===== config.mk =====
export PLATFORM = sky130hd
export DESIGN_NAME = bpc_classify
export DESIGN_NICKNAME = d
export VERILOG_FILES = /design/src/sv/bpc_pkg.sv /design/src/sv/bpc_classify.sv
export SDC_FILE = /design/constraint.sdc
export NUM_CORES = 1
export LEC_CHECK = 0
export BUFFER_PORTS_ARGS = -buffer_cell sky130_fd_sc_hd__buf_2
export CAP_MARGIN = 15
export CORE_ASPECT_RATIO = 1.75
export CORE_MARGIN = 1
export CORE_UTILIZATION = 45
export CTS_BUF_LIST = sky130_fd_sc_hd__clkbuf_4 sky130_fd_sc_hd__clkbuf_8
export DETAILED_ROUTE_END_ITERATION = 16
export GPL_TIMING_DRIVEN = 0
export PLACE_DENSITY = 0.71
export SLEW_MARGIN = 25
export SYNTH_ARGS = -nofsm -noshare
export SYNTH_HDL_FRONTEND = slang
export SYNTH_SLANG_ARGS = --single-unit

===== constraint.sdc =====
create_clock -name clock -period 6.6 [get_ports clock]
set_input_delay 0 -clock clock [delete_from_list [all_inputs] [get_ports clock]]
set_output_delay 0 -clock clock [all_outputs]
set_load 0.02 [all_outputs]

===== src/sv/bpc_pkg.sv =====
// types, codes and reset values for the button press classifier
package bpc_pkg;

   localparam int unsigned NOW_W      = 32;
   localparam int unsigned MS_W       = 16;
   localparam int unsigned STATUS_W   = 2;
   localparam int unsigned CSR_IDX_W  = 2;
   localparam int unsigned CSR_DATA_W = 16;

   localparam logic [MS_W-1:0] DEBOUNCE_MS_RESET = 16'd30;
   localparam logic [MS_W-1:0] LONG_MS_RESET     = 16'd1000;

   typedef enum logic [STATUS_W-1:0] {
      STATUS_IDLE  = 2'd0,
      STATUS_HELD  = 2'd1,
      STATUS_SHORT = 2'd2,
      STATUS_LONG  = 2'd3
   } status_type;

   typedef enum logic [CSR_IDX_W-1:0] {
      CSR_ACTIVE_LEVEL    = 2'd0,
      CSR_DEBOUNCE_MS     = 2'd1,
      CSR_LONG_MS         = 2'd2,
      CSR_AUTO_RELEASE_EN = 2'd3
   } csr_idx_type;

   typedef struct packed {
      logic            active_level;
      logic [MS_W-1:0] debounce_ms;
      logic [MS_W-1:0] long_ms;
      logic            auto_release_en;
   } cfg_type;

endpackage


===== src/sv/bpc_classify.sv =====
// press state and single-pass classification of one pin sample
module bpc_classify import bpc_pkg::*; (
   input  logic             clock,
   input  logic             reset,
   input  cfg_type          cfg,
   input  logic             advance,
   input  logic             pin_level,
   input  logic [NOW_W-1:0] now_ms,
   output status_type       press_status,
   output logic [NOW_W-1:0] duration_ms
);

   logic             was_pressed_ff, was_pressed_in;
   logic [NOW_W-1:0] time_mark_ff, time_mark_in;
   logic             auto_fired_ff, auto_fired_in;

   logic             pressed;
   logic             first;
   logic             fired;
   logic [NOW_W-1:0] base;
   logic [NOW_W-1:0] diff;
   logic [NOW_W-1:0] long_ext;
   logic [NOW_W-1:0] debounce_ext;
   logic             reach_long;
   logic             reach_debounce;

   always_comb begin
      pressed        = (pin_level == cfg.active_level);
      first          = pressed && !was_pressed_ff;
      // a new press starts its mark at this sample
      base           = first ? now_ms : time_mark_ff;
      diff           = now_ms - base;
      fired          = first ? 1'b0 : auto_fired_ff;
      long_ext       = {{(NOW_W-MS_W){1'b0}}, cfg.long_ms};
      debounce_ext   = {{(NOW_W-MS_W){1'b0}}, cfg.debounce_ms};
      reach_long     = (diff >= long_ext);
      reach_debounce = (diff >= debounce_ext);

      was_pressed_in = pressed;
      time_mark_in   = time_mark_ff;
      auto_fired_in  = auto_fired_ff;
      press_status   = STATUS_IDLE;

      if (pressed) begin
         time_mark_in  = base;
         auto_fired_in = fired;
         if (cfg.auto_release_en) begin
            if (fired) begin
               press_status = STATUS_HELD;
            end else if (reach_long) begin
               // mark takes the threshold itself, not the elapsed time
               auto_fired_in = 1'b1;
               time_mark_in  = long_ext;
               press_status  = STATUS_LONG;
            end
         end
      end else if (was_pressed_ff) begin
         time_mark_in = diff;
         if (reach_debounce && !fired) begin
            press_status = reach_long ? STATUS_LONG : STATUS_SHORT;
         end
      end
   end

   assign duration_ms = time_mark_in;

   always_ff @(posedge clock) begin
      if (reset) begin
         was_pressed_ff <= 1'b0;
         time_mark_ff   <= '0;
         auto_fired_ff  <= 1'b0;
      end else if (advance) begin
         was_pressed_ff <= was_pressed_in;
         time_mark_ff   <= time_mark_in;
         auto_fired_ff  <= auto_fired_in;
      end
   end

endmodule


==> reports/metrics.csv <==
metric,value,unit
outcome,completed,
vias_per_cell,6.40,
post-route-drc-count,0,
async_flop_share,0,%
postCtsHoldBufs,0,
yosysWarnings,0,
ctsLongestPathBuffers,2,
critPathMaxFanout,10,
worst_pin_slew,0.900,ns
routed_wl,22.8,mm
rsz0062_at_grt,no,
cp.required,6.60,ns
slew_violations,0,
report.final.hold_viol_count,0,
insertion_delay,0.32,ns
drive_gt1_share,17.4,%
timing.fmax,0.154,GHz
cts-root-buf,clkbuf_8,
synth_top_family_by_area,compound AO/OA/AOI/OAI gates,
die-area,0.0135,sq mm
path_clk_slew,0.09,ns
synth_seq_cells,34,
postRouteAntennaNets,0,
antenna_found_initial,0,
dr.pass1.iters,6,
vias,6979,
port_buffers,100,
dr_wl_met3,1.44,mm
track_usage,33.8,%
power_density,208,mW/mm^2
cp-start-kind,flip-flop,
synth_xor_area_share,5.50,%
finalCritPeriodShare,98.2,%
std_cell_rows,54,
synth_edf_count,0,
skew,0.0139,ns
cts_tree,yes,
mappedNetlistArea,0.00587,sq mm
io_pins,104,
dieHeight,153,microns
ff2ff_setup_slack,0.44,ns
route.layer.met1.wl,7.73,mm
setup_viol,0,
relSlewSlack,40.0,%
synth-adder-area-share,12.3,%
nets,1048,
hold_ws,0.00786,ns
start_util,46.7,%
topRoutingLayerUsed,met4,
final_cell_mix,"buf_2 (105), nand2_1 (69), nor2_1 (58)",
synth_seq_area_share,11.6,%
synth_compound_area_share,32.7,%
total_power,0.00140,W
min_path_type,input port to flip-flop,
irDropWorstVdd,0.0000835,V
grt_max_degree,16,
dp_hpwl,18.0,mm
num_antenna_cells,0,
syn_area_per_cell,7.20,sq um
dr_wl_met2,11.7,mm
die_x,88.3,microns
core,0.0126,sq mm
post_cts_buffers,0,
syn_nets,942,
max_cap_viol_count,0,
first_iter_violations,456,
setup.worst_path.end_class,output pin,
place_congestion,0.982,
cp.arrival,6.48,ns
layout_commonest_cell,buf_2,
cts_sinks,34,
synth-main-ff-cell,dfxtp_1,
routedWlPerCell,20.9,microns
syn_to_final_growth,14.7,%
htree_num_levels,2,
gr-total-overflow,0,
grt_pass1_vias,6747,
fin_setup_tns,0,ns
grt_first_pass_wirelength,34.5,mm
fill_cells,1368,
p_leak,3.02,nW
utilization,53.6,%
finalCriticalPeriod,6.48,ns
synthMuxAreaShare,8.12,%
synth_cell_types,81,
cts_buffers,5,
path_class,flip-flop to output pin,
synth_cells,815,
synth-simple-area-share,22.4,%
[worst paths after layout]
check,start,end,depth (start not counted)
worst min register to register,time_mark_ff[30],time_mark_ff[30],2
worst max-delay path,was_pressed_ff,duration_ms[14],19
worst max register to register,was_pressed_ff,time_mark_ff[5],19
worst min-delay path,cfg[9],time_mark_ff[8],3
[registers in the layout, summed over array words and instances, names as in the netlist]
| register | cells |
|---|---|
| time_mark_ff | 32 |
| was_pressed_ff | 1 |
| auto_fired_ff | 1 |
[cell usage after synthesis, drive strengths merged (6+ instances only)]
cell     number  share of area, %
a211oi        7              0.90
a21o         23               2.9
a21oi        48               4.1
a311oi        7               1.0
a31oi        16               1.8
a41oi        12               1.8
and3          6              0.64
buf          12               1.2
clkbuf       42               2.7
dfxtp        34                12
ha           57                12
inv          51               3.3
mux2i        42               7.2
nand2        70               4.5
nand2b       11               1.2
nand3        34               2.9
nand4         9              0.96
nor2         61               4.0
nor2b        17               1.8
nor3         17               1.6
nor4          6              0.75
o2111ai       6              0.90
o211ai        7              0.90
o21a          8               1.0
o21ai        51               4.4
o22ai        25               3.7
or3          15               1.7
xnor2        21               3.3
xor2         15               2.2
[power by group]
| part | switching (W) | internal [W] | leakage (nW) |
|---|---|---|---|
| combinational | 0.000599 | 0.000350 | 2.68 |
| sequential | 0.0000130 | 0.000220 | 0.279 |
| clock | 0.000100 | 0.000122 | 0.0593 |
| total | 0.000712 | 0.000692 | 3.02 |
[cell type report]
class	instances	area [sq um]	share of cell area [%]
Tap cell	168	210	3.12
Inverter	53	199	2.95
Sequential cell	34	682	10.1
Clock buffer	7	83.8	1.24
Buffer	53	236	3.51
Clock inverter	1	30.0	0.446
Multi-Input combinational cell	674	4790	71.2
Timing Repair Buffer	100	500	7.43
[per-layer routing]
| layer | up-vias | track usage, % |
|---|---|---|
| li1 | 3259 | - |
| met1 | 3236 | 32.4 |
| met2 | 358 | 60.1 |
| met3 | 126 | 6.05 |
| met4 | 0 | 28.2 |
| met5 | - | 0 |
[what timing repair did]
action,4_1_cts,5_1_grt
gates cloned,0,0
resized for setup,8,8
endpoints found under the setup margin,65,21
[cell families (layout without fill, tap and decap cells)]
| group | after synthesis | after routing |
|---|---|---|
| AO/OA/AOI/OAI | 269 | 269 |
| XOR/XNOR | 36 | 36 |
| adder cells (fa/ha/maj) | 58 | 58 |
| buffers and inverters | 107 | 214 |
| flip-flops | 34 | 34 |
| multiplexers | 47 | 47 |
| AND/OR/NAND/NOR | 264 | 264 |
[critical path, cell delays in order, from the launching register on]
cell and delay [ns]:
dfxtp_2 0.40, nor2_4 0.25, clkbuf_4 0.33, clkbuf_4 0.36, clkbuf_4 0.35, mux2i_1 0.28, ha_1 0.30, a2111o_1 0.41
a31oi_1 0.37, o22ai_2 0.23, a211o_1 0.32, or3b_1 0.48, o221ai_1 0.13, nor4_2 0.08, a41o_2 0.39, nor2_2 0.34
buf_4 0.29, mux2_1 0.36, a21oi_1 0.23, buf_2 0.21
[through the flow]
stage	std cells	cell area, sq um	setup WS (ns)
after floorplan	815	5870	1.17
after global placement	1083	6580	-0.850
after detailed placement	1083	6580	-0.938
after CTS	1090	6710	0.0435
after global routing	1090	6730	0.0426
final	1090	6730	0.119
(Power assumes the default switching activity.)
